==> src/rtl/s256_pkg.sv <==
// ----------------------------------------------------------------------------
// s256_pkg
// Shared types, constants and functions for the SHA-256 byte stream hasher.
// ----------------------------------------------------------------------------
`default_nettype none
package s256_pkg;

	localparam int unsigned BlockBytes = 64;
	localparam int unsigned Rounds     = 64;
	localparam int unsigned PadStart   = 56;

	typedef logic [7:0]  byte_t;
	typedef logic [31:0] word_t;
	typedef logic [63:0] bits_t;

	typedef struct packed {
		logic  load_byte;
		logic  load_pad;
		logic  load_len;
		logic  [5:0] wr_addr;
		byte_t wr_data;
		logic  start_block;
		logic  do_round;
		logic  finish_block;
		logic  restart;
		logic  add_block_bits;
		logic  [5:0] round_idx;
		logic  [2:0] out_idx;
	} s256_cmd_t;

	typedef struct packed {
		logic [6:0] fill;
		bits_t      msg_bits;
		word_t      out_word;
	} s256_stat_t;

	localparam word_t InitWords [8] = '{
		32'h6a09e667, 32'hbb67ae85, 32'h3c6ef372, 32'ha54ff53a,
		32'h510e527f, 32'h9b05688c, 32'h1f83d9ab, 32'h5be0cd19
	};

	function automatic word_t round_k(input logic [5:0] r);
		word_t k;
		case (r)
			6'd0: k = 32'h428a2f98; 6'd1: k = 32'h71374491; 6'd2: k = 32'hb5c0fbcf;
			6'd3: k = 32'he9b5dba5; 6'd4: k = 32'h3956c25b; 6'd5: k = 32'h59f111f1;
			6'd6: k = 32'h923f82a4; 6'd7: k = 32'hab1c5ed5; 6'd8: k = 32'hd807aa98;
			6'd9: k = 32'h12835b01; 6'd10: k = 32'h243185be; 6'd11: k = 32'h550c7dc3;
			6'd12: k = 32'h72be5d74; 6'd13: k = 32'h80deb1fe; 6'd14: k = 32'h9bdc06a7;
			6'd15: k = 32'hc19bf174; 6'd16: k = 32'he49b69c1; 6'd17: k = 32'hefbe4786;
			6'd18: k = 32'h0fc19dc6; 6'd19: k = 32'h240ca1cc; 6'd20: k = 32'h2de92c6f;
			6'd21: k = 32'h4a7484aa; 6'd22: k = 32'h5cb0a9dc; 6'd23: k = 32'h76f988da;
			6'd24: k = 32'h983e5152; 6'd25: k = 32'ha831c66d; 6'd26: k = 32'hb00327c8;
			6'd27: k = 32'hbf597fc7; 6'd28: k = 32'hc6e00bf3; 6'd29: k = 32'hd5a79147;
			6'd30: k = 32'h06ca6351; 6'd31: k = 32'h14292967; 6'd32: k = 32'h27b70a85;
			6'd33: k = 32'h2e1b2138; 6'd34: k = 32'h4d2c6dfc; 6'd35: k = 32'h53380d13;
			6'd36: k = 32'h650a7354; 6'd37: k = 32'h766a0abb; 6'd38: k = 32'h81c2c92e;
			6'd39: k = 32'h92722c85; 6'd40: k = 32'ha2bfe8a1; 6'd41: k = 32'ha81a664b;
			6'd42: k = 32'hc24b8b70; 6'd43: k = 32'hc76c51a3; 6'd44: k = 32'hd192e819;
			6'd45: k = 32'hd6990624; 6'd46: k = 32'hf40e3585; 6'd47: k = 32'h106aa070;
			6'd48: k = 32'h19a4c116; 6'd49: k = 32'h1e376c08; 6'd50: k = 32'h2748774c;
			6'd51: k = 32'h34b0bcb5; 6'd52: k = 32'h391c0cb3; 6'd53: k = 32'h4ed8aa4a;
			6'd54: k = 32'h5b9cca4f; 6'd55: k = 32'h682e6ff3; 6'd56: k = 32'h748f82ee;
			6'd57: k = 32'h78a5636f; 6'd58: k = 32'h84c87814; 6'd59: k = 32'h8cc70208;
			6'd60: k = 32'h90befffa; 6'd61: k = 32'ha4506ceb; 6'd62: k = 32'hbef9a3f7;
			default: k = 32'hc67178f2;
		endcase
		return k;
	endfunction

	function automatic word_t rotr(input word_t v, input int unsigned n);
		return (v >> n) | (v << (32 - n));
	endfunction

endpackage
`default_nettype wire

==> src/rtl/s256_if.sv <==
// ----------------------------------------------------------------------------
// s256_in_if / s256_out_if
// Valid/ready channels for message bytes and digest words.
// ----------------------------------------------------------------------------
`default_nettype none
interface s256_in_if;
	logic       valid;
	logic       ready;
	logic [7:0] data_byte;
	logic       has_byte;
	logic       is_last;
	modport source (output valid, data_byte, has_byte, is_last, input ready);
	modport sink   (input valid, data_byte, has_byte, is_last, output ready);
endinterface

interface s256_out_if;
	logic        valid;
	logic        ready;
	logic [31:0] digest_word;
	logic [2:0]  word_index;
	logic        last_word;
	modport source (output valid, digest_word, word_index, last_word, input ready);
	modport sink   (input valid, digest_word, word_index, last_word, output ready);
endinterface
`default_nettype wire

==> src/rtl/s256_datapath.sv <==
// ----------------------------------------------------------------------------
// s256_datapath
// Schedule window (also holds the block bytes), round registers, chain words
// and bit count.
// ----------------------------------------------------------------------------
`default_nettype none
module s256_datapath (
	input  wire                  clk,
	input  wire                  arst_n,
	input  s256_pkg::s256_cmd_t  cmd,
	output s256_pkg::s256_stat_t stat
);
	import s256_pkg::*;

	word_t      w_q [16];
	word_t      v_q [8];
	word_t      h_q [8];
	logic [6:0] fill_q;
	bits_t      bits_q;

	word_t w_cur, w_new, s0, s1, t1, t2, a, e;

	always_comb begin
		s1    = rotr(w_q[14], 17) ^ rotr(w_q[14], 19) ^ (w_q[14] >> 10);
		s0    = rotr(w_q[1], 7) ^ rotr(w_q[1], 18) ^ (w_q[1] >> 3);
		w_new = s1 + w_q[9] + s0 + w_q[0];
		w_cur = (cmd.round_idx < 6'd16) ? w_q[0] : w_new;
		a     = v_q[0];
		e     = v_q[4];
		t1    = v_q[7] + (rotr(e, 6) ^ rotr(e, 11) ^ rotr(e, 25))
			+ ((e & v_q[5]) ^ (~e & v_q[6])) + round_k(cmd.round_idx) + w_cur;
		t2    = (rotr(a, 2) ^ rotr(a, 13) ^ rotr(a, 22))
			+ ((a & v_q[1]) ^ (a & v_q[2]) ^ (v_q[1] & v_q[2]));
	end

	always_ff @(posedge clk) begin
		if (cmd.load_byte || cmd.load_pad || cmd.load_len) begin
			w_q[cmd.wr_addr[5:2]][{~cmd.wr_addr[1:0], 3'b000} +: 8] <= cmd.wr_data;
		end else if (cmd.do_round) begin
			for (int i = 0; i < 15; i++)
				w_q[i] <= w_q[i+1];
			w_q[15] <= w_cur;
		end
		if (cmd.start_block) begin
			for (int i = 0; i < 8; i++)
				v_q[i] <= h_q[i];
		end else if (cmd.do_round) begin
			v_q[7] <= v_q[6];
			v_q[6] <= v_q[5];
			v_q[5] <= e;
			v_q[4] <= v_q[3] + t1;
			v_q[3] <= v_q[2];
			v_q[2] <= v_q[1];
			v_q[1] <= a;
			v_q[0] <= t1 + t2;
		end
	end

	always_ff @(posedge clk or negedge arst_n) begin
		if (!arst_n) begin
			for (int i = 0; i < 8; i++)
				h_q[i] <= InitWords[i];
			fill_q <= '0;
			bits_q <= '0;
		end else begin
			if (cmd.restart) begin
				for (int i = 0; i < 8; i++)
					h_q[i] <= InitWords[i];
				fill_q <= '0;
				bits_q <= '0;
			end else begin
				if (cmd.finish_block) begin
					for (int i = 0; i < 8; i++)
						h_q[i] <= h_q[i] + v_q[i];
				end
				if (cmd.load_byte)
					fill_q <= fill_q + 7'd1;
				else if (cmd.add_block_bits) begin
					fill_q <= '0;
					bits_q <= bits_q + 64'd512;
				end
			end
		end
	end

	assign stat.fill     = fill_q;
	assign stat.msg_bits = bits_q;
	assign stat.out_word = h_q[cmd.out_idx];
endmodule
`default_nettype wire

==> src/rtl/s256_ctrl.sv <==
// ----------------------------------------------------------------------------
// s256_ctrl
// Sequencer: byte intake, padding, rounds and digest word output.
// ----------------------------------------------------------------------------
`default_nettype none
module s256_ctrl (
	input  wire                  clk,
	input  wire                  arst_n,
	s256_in_if.sink              in_ch,
	s256_out_if.source           out_ch,
	output s256_pkg::s256_cmd_t  cmd,
	input  s256_pkg::s256_stat_t stat
);
	import s256_pkg::*;

	typedef enum logic [6:0] {
		ST_IDLE  = 7'b0000001,
		ST_SCHED = 7'b0000010,
		ST_ROUND = 7'b0000100,
		ST_FIN   = 7'b0001000,
		ST_PAD   = 7'b0010000,
		ST_LEN   = 7'b0100000,
		ST_OUT   = 7'b1000000
	} state_t;

	state_t     state_q;
	logic [5:0] cnt_q;
	logic       last_q;
	logic       final_q;
	logic       mark_q;
	bits_t      total_q;
	logic [2:0] oidx_q;
	logic       acc;

	assign in_ch.ready        = (state_q == ST_IDLE);
	assign acc                = in_ch.valid && in_ch.ready;
	assign out_ch.valid       = (state_q == ST_OUT);
	assign out_ch.digest_word = stat.out_word;
	assign out_ch.word_index  = oidx_q;
	assign out_ch.last_word   = (oidx_q == 3'd7);

	always_comb begin
		cmd = '0;
		cmd.round_idx = cnt_q;
		cmd.out_idx   = oidx_q;
		cmd.wr_addr   = cnt_q;
		case (state_q)
			ST_IDLE: begin
				cmd.load_byte = acc && in_ch.has_byte;
				cmd.wr_addr   = stat.fill[5:0];
				cmd.wr_data   = in_ch.data_byte;
			end
			ST_SCHED: cmd.start_block = 1'b1;
			ST_ROUND: cmd.do_round = 1'b1;
			ST_FIN: begin
				cmd.finish_block   = 1'b1;
				cmd.add_block_bits = !last_q || mark_q;
			end
			ST_PAD: begin
				cmd.load_pad = 1'b1;
				cmd.wr_data  = mark_q ? 8'h80 : 8'h00;
			end
			ST_LEN: begin
				cmd.load_len = 1'b1;
				cmd.wr_data  = total_q[63 - 8*(cnt_q[2:0]) -: 8];
				cmd.wr_addr  = {3'b111, cnt_q[2:0]};
			end
			ST_OUT: cmd.restart = out_ch.ready && (oidx_q == 3'd7);
			default: ;
		endcase
	end

	always_ff @(posedge clk or negedge arst_n) begin
		if (!arst_n) begin
			state_q <= ST_IDLE;
			cnt_q   <= '0;
			last_q  <= 1'b0;
			final_q <= 1'b0;
			mark_q  <= 1'b0;
			total_q <= '0;
			oidx_q  <= '0;
		end else begin
			case (state_q)
				ST_IDLE: if (acc) begin
					if (in_ch.has_byte && stat.fill == 7'd63) begin
						last_q  <= in_ch.is_last;
						mark_q  <= in_ch.is_last;
						final_q <= 1'b0;
						total_q <= stat.msg_bits + 64'd512;
						state_q <= ST_SCHED;
					end else if (in_ch.is_last) begin
						last_q  <= 1'b1;
						mark_q  <= 1'b1;
						final_q <= 1'b0;
						total_q <= stat.msg_bits
							+ {54'd0, stat.fill + {6'd0, in_ch.has_byte}, 3'd0};
						cnt_q   <= stat.fill[5:0] + {5'd0, in_ch.has_byte};
						state_q <= ST_PAD;
					end
				end
				ST_SCHED: begin
					cnt_q   <= '0;
					state_q <= ST_ROUND;
				end
				ST_ROUND: begin
					cnt_q <= cnt_q + 6'd1;
					if (cnt_q == 6'd63)
						state_q <= ST_FIN;
				end
				ST_FIN: begin
					cnt_q <= '0;
					if (!last_q)
						state_q <= ST_IDLE;
					else if (final_q) begin
						oidx_q  <= '0;
						state_q <= ST_OUT;
					end else
						state_q <= ST_PAD;
				end
				ST_PAD: begin
					mark_q <= 1'b0;
					if (cnt_q == 6'd55) begin
						cnt_q   <= '0;
						state_q <= ST_LEN;
					end else if (cnt_q == 6'd63)
						state_q <= ST_SCHED;
					else
						cnt_q <= cnt_q + 6'd1;
				end
				ST_LEN: begin
					cnt_q <= cnt_q + 6'd1;
					if (cnt_q[2:0] == 3'd7) begin
						final_q <= 1'b1;
						state_q <= ST_SCHED;
					end
				end
				ST_OUT: if (out_ch.ready) begin
					oidx_q <= oidx_q + 3'd1;
					if (oidx_q == 3'd7) begin
						last_q  <= 1'b0;
						final_q <= 1'b0;
						mark_q  <= 1'b0;
						state_q <= ST_IDLE;
					end
				end
				default: state_q <= ST_IDLE;
			endcase
		end
	end
endmodule
`default_nettype wire

==> src/rtl/sha256_byte_stream_hasher_top.sv <==
// ----------------------------------------------------------------------------
// sha256_byte_stream_hasher_top
// SHA-256 over a byte stream; emits eight digest words per message.
// ----------------------------------------------------------------------------
//  channel  dir  payload
//  in_ch    in   data_byte, has_byte, is_last
//  out_ch   out  digest_word, word_index, last_word
//
//  A byte that does not fill a block is written while idle, and the input stays ready.
//  A full block goes through the byte, working variable load, 64 rounds and
//  chain update.
//  A last item adds padding writes, one or two blocks, and eight output
//  transactions; output stalls hold the block.
//  Reset returns the chain words, fill and bit count to their initial values.
// ----------------------------------------------------------------------------
`default_nettype none
module sha256_byte_stream_hasher_top (
	input wire         clk,
	input wire         arst_n,
	s256_in_if.sink    in_ch,
	s256_out_if.source out_ch
);
	import s256_pkg::*;

	s256_cmd_t  cmd;
	s256_stat_t stat;

	s256_ctrl u_ctrl (
		.clk(clk), .arst_n(arst_n), .in_ch(in_ch), .out_ch(out_ch),
		.cmd(cmd), .stat(stat)
	);

	s256_datapath u_dp (.clk(clk), .arst_n(arst_n), .cmd(cmd), .stat(stat));
endmodule
`default_nettype wire
==> src/flat_wrapper.sv <==
// flat-port wrapper written by rule: the top's interface ports become plain ports
module sha256_byte_stream_hasher_top_flat import s256_pkg::*;
  (clk, arst_n, in_ch_valid, in_ch_data_byte, in_ch_has_byte, in_ch_is_last, in_ch_ready, out_ch_valid, out_ch_digest_word, out_ch_word_index, out_ch_last_word, out_ch_ready);
  s256_in_if in_ch_i ();
  s256_out_if out_ch_i ();
  input wire clk;
  input wire arst_n;
  input wire logic [$bits(in_ch_i.valid)-1:0] in_ch_valid;
  input wire logic [$bits(in_ch_i.data_byte)-1:0] in_ch_data_byte;
  input wire logic [$bits(in_ch_i.has_byte)-1:0] in_ch_has_byte;
  input wire logic [$bits(in_ch_i.is_last)-1:0] in_ch_is_last;
  output wire logic [$bits(in_ch_i.ready)-1:0] in_ch_ready;
  output wire logic [$bits(out_ch_i.valid)-1:0] out_ch_valid;
  output wire logic [$bits(out_ch_i.digest_word)-1:0] out_ch_digest_word;
  output wire logic [$bits(out_ch_i.word_index)-1:0] out_ch_word_index;
  output wire logic [$bits(out_ch_i.last_word)-1:0] out_ch_last_word;
  input wire logic [$bits(out_ch_i.ready)-1:0] out_ch_ready;
  assign in_ch_i.valid = in_ch_valid;
  assign in_ch_i.data_byte = in_ch_data_byte;
  assign in_ch_i.has_byte = in_ch_has_byte;
  assign in_ch_i.is_last = in_ch_is_last;
  assign in_ch_ready = in_ch_i.ready;
  assign out_ch_valid = out_ch_i.valid;
  assign out_ch_digest_word = out_ch_i.digest_word;
  assign out_ch_word_index = out_ch_i.word_index;
  assign out_ch_last_word = out_ch_i.last_word;
  assign out_ch_i.ready = out_ch_ready;
  sha256_byte_stream_hasher_top u_core (.clk(clk), .arst_n(arst_n), .in_ch(in_ch_i), .out_ch(out_ch_i));
endmodule
==> config.mk <==
export PLATFORM = sky130hd
export DESIGN_NAME = sha256_byte_stream_hasher_top_flat
export DESIGN_NICKNAME = d
export VERILOG_FILES = /design/src/rtl/s256_pkg.sv /design/src/rtl/s256_if.sv /design/src/rtl/s256_datapath.sv /design/src/rtl/s256_ctrl.sv /design/src/rtl/sha256_byte_stream_hasher_top.sv /design/src/flat_wrapper.sv
export SDC_FILE = /design/constraint.sdc
export NUM_CORES = 2
export LEC_CHECK = 0
export BUFFER_PORTS_ARGS = -buffer_cell sky130_fd_sc_hd__buf_4
export CORE_ASPECT_RATIO = 1.1
export CORE_MARGIN = 5
export CORE_UTILIZATION = 60
export CTS_CLUSTER_SIZE = 12
export DETAILED_ROUTE_END_ITERATION = 10
export GPL_TIMING_DRIVEN = 0
export PLACE_DENSITY = 0.78
export SYNTH_ARGS = -nofsm -noshare
export SYNTH_HDL_FRONTEND = slang
export SYNTH_HIERARCHICAL = 1
export SYNTH_SLANG_ARGS = --single-unit
==> constraint.sdc <==
create_clock -name clk -period 28.9 [get_ports clk]
set_clock_uncertainty 0.15 [all_clocks]
set_input_delay 0 -clock clk [delete_from_list [all_inputs] [get_ports clk]]
set_output_delay 0 -clock clk [all_outputs]
set_load 0.01 [all_outputs]
---- Word-level counts from Yosys, hierarchy flattened ----
Memories as Yosys holds them, arrays and structs flattened.
Cells that the tools add are included.
word-level totals
  register bits ........................... 410
  bits in writable memories ............... 768
  memory bits (read-only) ................. 2048
  input port bits ......................... 14
  output and inout bits ................... 38
  memories kept ........................... 3
operators by class
  add/sub/neg operators ................... 27
  $lt $le $gt $ge ......................... 2
  equal/unequal tests ..................... 25
  shift-type cells ........................ 3
  muxes and demuxes ....................... 79
  bitwise gates (word level) .............. 37
  reduce and logical (&&, ||, !) cells .... 28
memory list
  name              depth  width  rd ports  clocked after Yosys merged registers in  write ports  RTL line             RTL
  (name not given)  64     32     1         0                                        0            s256_pkg.sv:44       case (r)
  u_core.u_dp.w_q   16     32     16        0                                        16           s256_datapath.sv:15  word_t w_q [16];
  u_core.u_dp.v_q   8      32     8         0                                        8            s256_datapath.sv:16  word_t v_q [8];
operators with widths
  kind                                                               count
  32-bit adder                                                       18
  256-bit 2-to-1 mux                                                 2
  32-bit 2-to-1 mux                                                  14
  64-bit 2-to-1 mux                                                  5
  32-bit XOR                                                         9
  32-bit bitwise AND                                                 5
  7-bit 2-to-1 mux                                                   14
  32-bit binary-select mux with 3-bit select                         1
  71-bit by 33-bit indexed part select with 8-bit output             1
  64-bit by 10-bit adder with 64-bit output                          1
  64-bit by 10-bit adder with 64-bit output (second input constant)  1
  7-bit case mux with 7 select lines                                 1
  32-bit NOT                                                         1
  10-bit by 32-bit bitwise OR with 32-bit output                     1
  13-bit by 32-bit bitwise OR with 32-bit output                     1
  14-bit by 32-bit bitwise OR with 32-bit output                     1
  15-bit by 32-bit bitwise OR with 32-bit output                     1
  19-bit by 32-bit bitwise OR with 32-bit output                     1
  21-bit by 32-bit bitwise OR with 32-bit output                     1
  25-bit by 32-bit bitwise OR with 32-bit output                     1
  26-bit by 32-bit bitwise OR with 32-bit output                     1
  30-bit by 32-bit bitwise OR with 32-bit output                     1
  7-bit by 32-bit bitwise OR with 32-bit output                      1
  32-bit OR reduction                                                1
  other kinds (53)                                                   117

---- Depth between registers and ports, before layout ----
  depth after elaboration ................. 10
  gate-level depth with buffers ........... 48

---- Modules after synthesis ----
The synthesis kept the hierarchy.
by module, submodules not included
  module         times used  cells each  area an instance (um^2)  sequential area each (um^2)
  s256_datapath  1           7416        73855.8                  31189.9
  s256_ctrl      1           729         6218.5                   2078.2

---- Least setup slack after synthesis ----
Ideal clock, no wire load.
  kind .................................... register to register
  start point ............................. mem u_core/u_dp/w_q[14][20] (netlist bit)
  end point ............................... mem u_core/u_dp/v_q[0][31] (netlist bit), data pin
  setup time .............................. 263 ps
  data arrival time ....................... 9130 ps
  required time ........................... 28487 ps
  setup slack ............................. 19357 ps
  cell stages (with the launch flop) ...... 45
  buffers on the path ..................... 0
  cells stage by stage .................... edfxtp_1 -> xnor2_1 -> xnor2_1 -> fa_1 -> inv_1 -> fa_1 -> inv_1 -> ha_1 -> inv_1 -> fa_1 -> and2b_1 -> o31a_2 -> o2111ai_1 -> nand2_1 -> a21o_1 -> nand2_1 -> and2_1 -> xnor2_1 -> [... 9 more ...] -> o41ai_2 -> o21ai_0 -> o21a_1 -> nor2_1 -> xnor2_1 -> fa_1 -> ha_1 -> and4_1 -> o2111ai_1 -> o211ai_1 -> o21ai_0 -> nand4_1 -> nand2_1 -> o21ai_0 -> a21oi_1 -> xnor2_1 -> xnor2_1 -> o21ai_1
RTL lines
  what         RTL line
  from (decl)  s256_datapath.sv:15
  to (decl)    s256_datapath.sv:16

==> flow_summary.json <==
{
  "status": "finished with violations",
  "violations": "max-capacitance violations, max-slew violations",
  "hpwl_mm": 246,
  "rsz0062_at_grt": "no",
  "io_pins": 52,
  "place_congestion": 1.09,
  "max_freq_mhz": 81.7,
  "synth_fa_ha_area_share_pct": 11.7,
  "post_cts.resized_instances": 0,
  "fin_nets": 9025,
  "hold_violations": 0,
  "firstDrtPassIters": 8,
  "critPathLaunchType": "flop",
  "avgSynthCellArea_sq_um": 9.83,
  "ys_seq_area_share_pct": 41.5,
  "cts_inserted_buffers": 134,
  "clockRootBuffer": "clkbuf_16",
  "synth-edff-count": 768,
  "tns_ps": 0,
  "synth-seq-cells": 1169,
  "cp.required_ps": 29230,
  "core_area_sq_um": 133000,
  "dieWidth_um": 358,
  "synth_ff_type": "edfxtp_1",
  "setup_viol": 0,
  "slew_violations": 142,
  "ctsHtreeMaxLevel": 4,
  "routed-via-count": 69700,
  "synth_area_sq_um": 80100,
  "ys_warn_count": 6,
  "use_met3_pct": 12.4,
  "yosys-top-cells-count": "1584 x nand2_1, 768 x edfxtp_1, 534 x o21ai_0",
  "slew_headroom_pct": -11.2,
  "drc": 0,
  "cts.clk_slew.worst_paths_ps": 60,
  "yosys-mux-area-fraction_pct": 7.26,
  "synthDistinctLibCells": 112,
  "routed_wl_mm": 324,
  "slowest_delay_ps": 630,
  "cts_buffer_depth": 3,
  "yosysMostFrequentCell": "nand2_1",
  "fin_crit_sh_pct": 42.3,
  "grt_max_degree": 106,
  "grt_overflow": 0,
  "drive_gt1_share_pct": 10.6,
  "numPortBuffers": 51,
  "initial_core_util_pct": 60.4,
  "fin_crit_ps": 12230,
  "area_delta_synth_final_pct": 9.74,
  "cpMostUsedCell": "fa_1",
  "synth-compound-area-share_pct": 13.9,
  "insertion_delay_ps": 790,
  "cts_sinks": 1169,
  "synth_area_leaders": "edfxtp_1 29%, dfrtp_1 8.3%, nand2_1 7.4%, ha_1 6.4%, xnor2_1 5.3%",
  "arrival_ps": 12560,
  "synth_xor_area_share_pct": 7.36,
  "grt_pass1_vias": 67300,
  "yosysTopAreaCell": "edfxtp_1",
  "grt_usage_pct": 45.4,
  "cts_tree": "built",
  "synth-async-reset-ratio_pct": 34.3,
  "tightest_slew_ps": 1670,
  "crit_fanout": 5,
  "synth_top_cell_area_share_pct": 28.8,
  "avgRoutedWirePerCell_um": 31.5,
  "end_kind": "flop",
  "synth_cells": 8145,
  "antenna_left": 0,
  "chipHeight_um": 393,
  "via_per_inst": 6.77,
  "grt_first_pass_wirelength_mm": 460,
  "std_cell_rows": 140,
  "crit_type": "reg2reg",
  "hold_class": "in2reg",
  "cap_violations": 15,
  "synth_top_family_by_area": "simple AND/OR/NAND/NOR gates",
  "met2_usage_pct": 67.7,
  "dr.first_iter.drc_count": 10100,
  "use_met1_pct": 55.6,
  "antenna_found_initial": 19,
  "cpMaxStageDelayCell": "o41ai_2",
  "dieArea_sq_um": 141000,
  "grt.busiest_layer": "met2",
  "synthSimpleGateAreaFrac_pct": 14.2
}
[logic make-up (layout without fill, tap and decap cells)]
kind of cell / after synthesis / in the layout
simple gates: 2628 / 2628
mux: 445 / 445
buf+inv: 823 / 1173
fa+ha+maj: 638 / 638
other cells: 1 / 26
xor+xnor: 672 / 672
compound gates: 1769 / 1769
flops: 1169 / 1169
[registers in the layout, summed over array words and instances (netlist names)]
name	cells
u_core/u_dp/bits_q	55
u_core/u_ctrl/state_q	7
u_core/u_dp/w_q	512
u_core/u_ctrl/final_q	1
u_core/u_dp/v_q	256
u_core/u_dp/h_q	256
u_core/u_dp/fill_q	7
u_core/u_ctrl/out_ch.word_index	3
u_core/u_ctrl/total_q	64
u_core/u_ctrl/mark_q	1
u_core/u_ctrl/last_q	1
u_core/u_ctrl/cnt_q	6
[per-stage QoR]
stage          setup WS (ps)  hold WS, ps  instance area (sq um)  utilization (%)  std cells
2_1_floorplan          19360         -446                  80100                -       8153
3_3_place_gp           17040          118                  82700             62.4       9979
3_5_place_dp           17020         -341                  83300             62.8      10000
4_1_cts                16950         33.4                  87800             66.2      10300
5_1_grt                16280          134                  87800             66.2      10300
6_report               16670         78.8                  87900             66.3      10300
[repair_timing]
| action | 4_1_cts | 5_1_grt |
|---|---|---|
| hold buffers | 16 | 0 |
| hold endpoints to repair | 475 | 0 |
| setup buffers | 0 | 0 |
[final timing paths]
kind                                           startpoint                   endpoint  slack (ps)  cells after the start
worst max-delay path                u_core/u_dp/w_q[1][4]     u_core/u_dp/v_q[0][31]       16670                     44
worst min-delay path                         out_ch_ready   u_core/u_ctrl/state_q[6]          80                      4
worst max register to register      u_core/u_dp/w_q[1][4]     u_core/u_dp/v_q[0][31]       16670                     44
worst min register to register  u_core/u_ctrl/total_q[46]  u_core/u_ctrl/total_q[46]         320                      2
max in group asynchronous                          arst_n        u_core/u_dp/h_q[18]       26870                      5
min in group asynchronous                          arst_n       u_core/u_dp/h_q[200]         210                      3
[critical path, delay by kind of cell (launching register included)]
kind	cells	cell delay, ps
AO/OA/AOI/OAI	14	4220
adder cells (fa/ha/maj)	10	4090
AND/OR/NAND/NOR	9	1410
XOR/XNOR	6	1120
flip-flops	1	600
buffers and inverters	5	320
[routing by layer]
| layer | share of wire (%) | vias up |
|---|---|---|
| met5 | 0.039 | - |
| met4 | 10 | 10 |
| met3 | 13 | 1372 |
| met2 | 43 | 5284 |
| met1 | 34 | 33700 |
| li1 | - | 29300 |
[cell usage in the layout (no fill, tap or decap), types with 197 or more instances in the layout]
cell         n
fa_1       197
ha_1       411
xnor2_1    485
inv_1      353
nand2_1   1584
a21oi_1    452
o21ai_0    484
nor2_1     442
dfrtp_1    264
mux2_2     254
clkbuf_1   388
edfxtp_1   768
[layout make-up]
class	instances	area, sq um
sequential	1169	33300
clock inverter	50	632
fill	10600	44700
buffer	469	1970
inverter	354	1330
antenna	17	42.5
clock buffer	186	3730
timing repair buffer	114	1110
tap	1775	2220
multi-input combinational	6161	43600
Power is left out: the tool's default activity adds up to more than one toggle a clock period on the data nets, which glitch-free logic cannot reach.
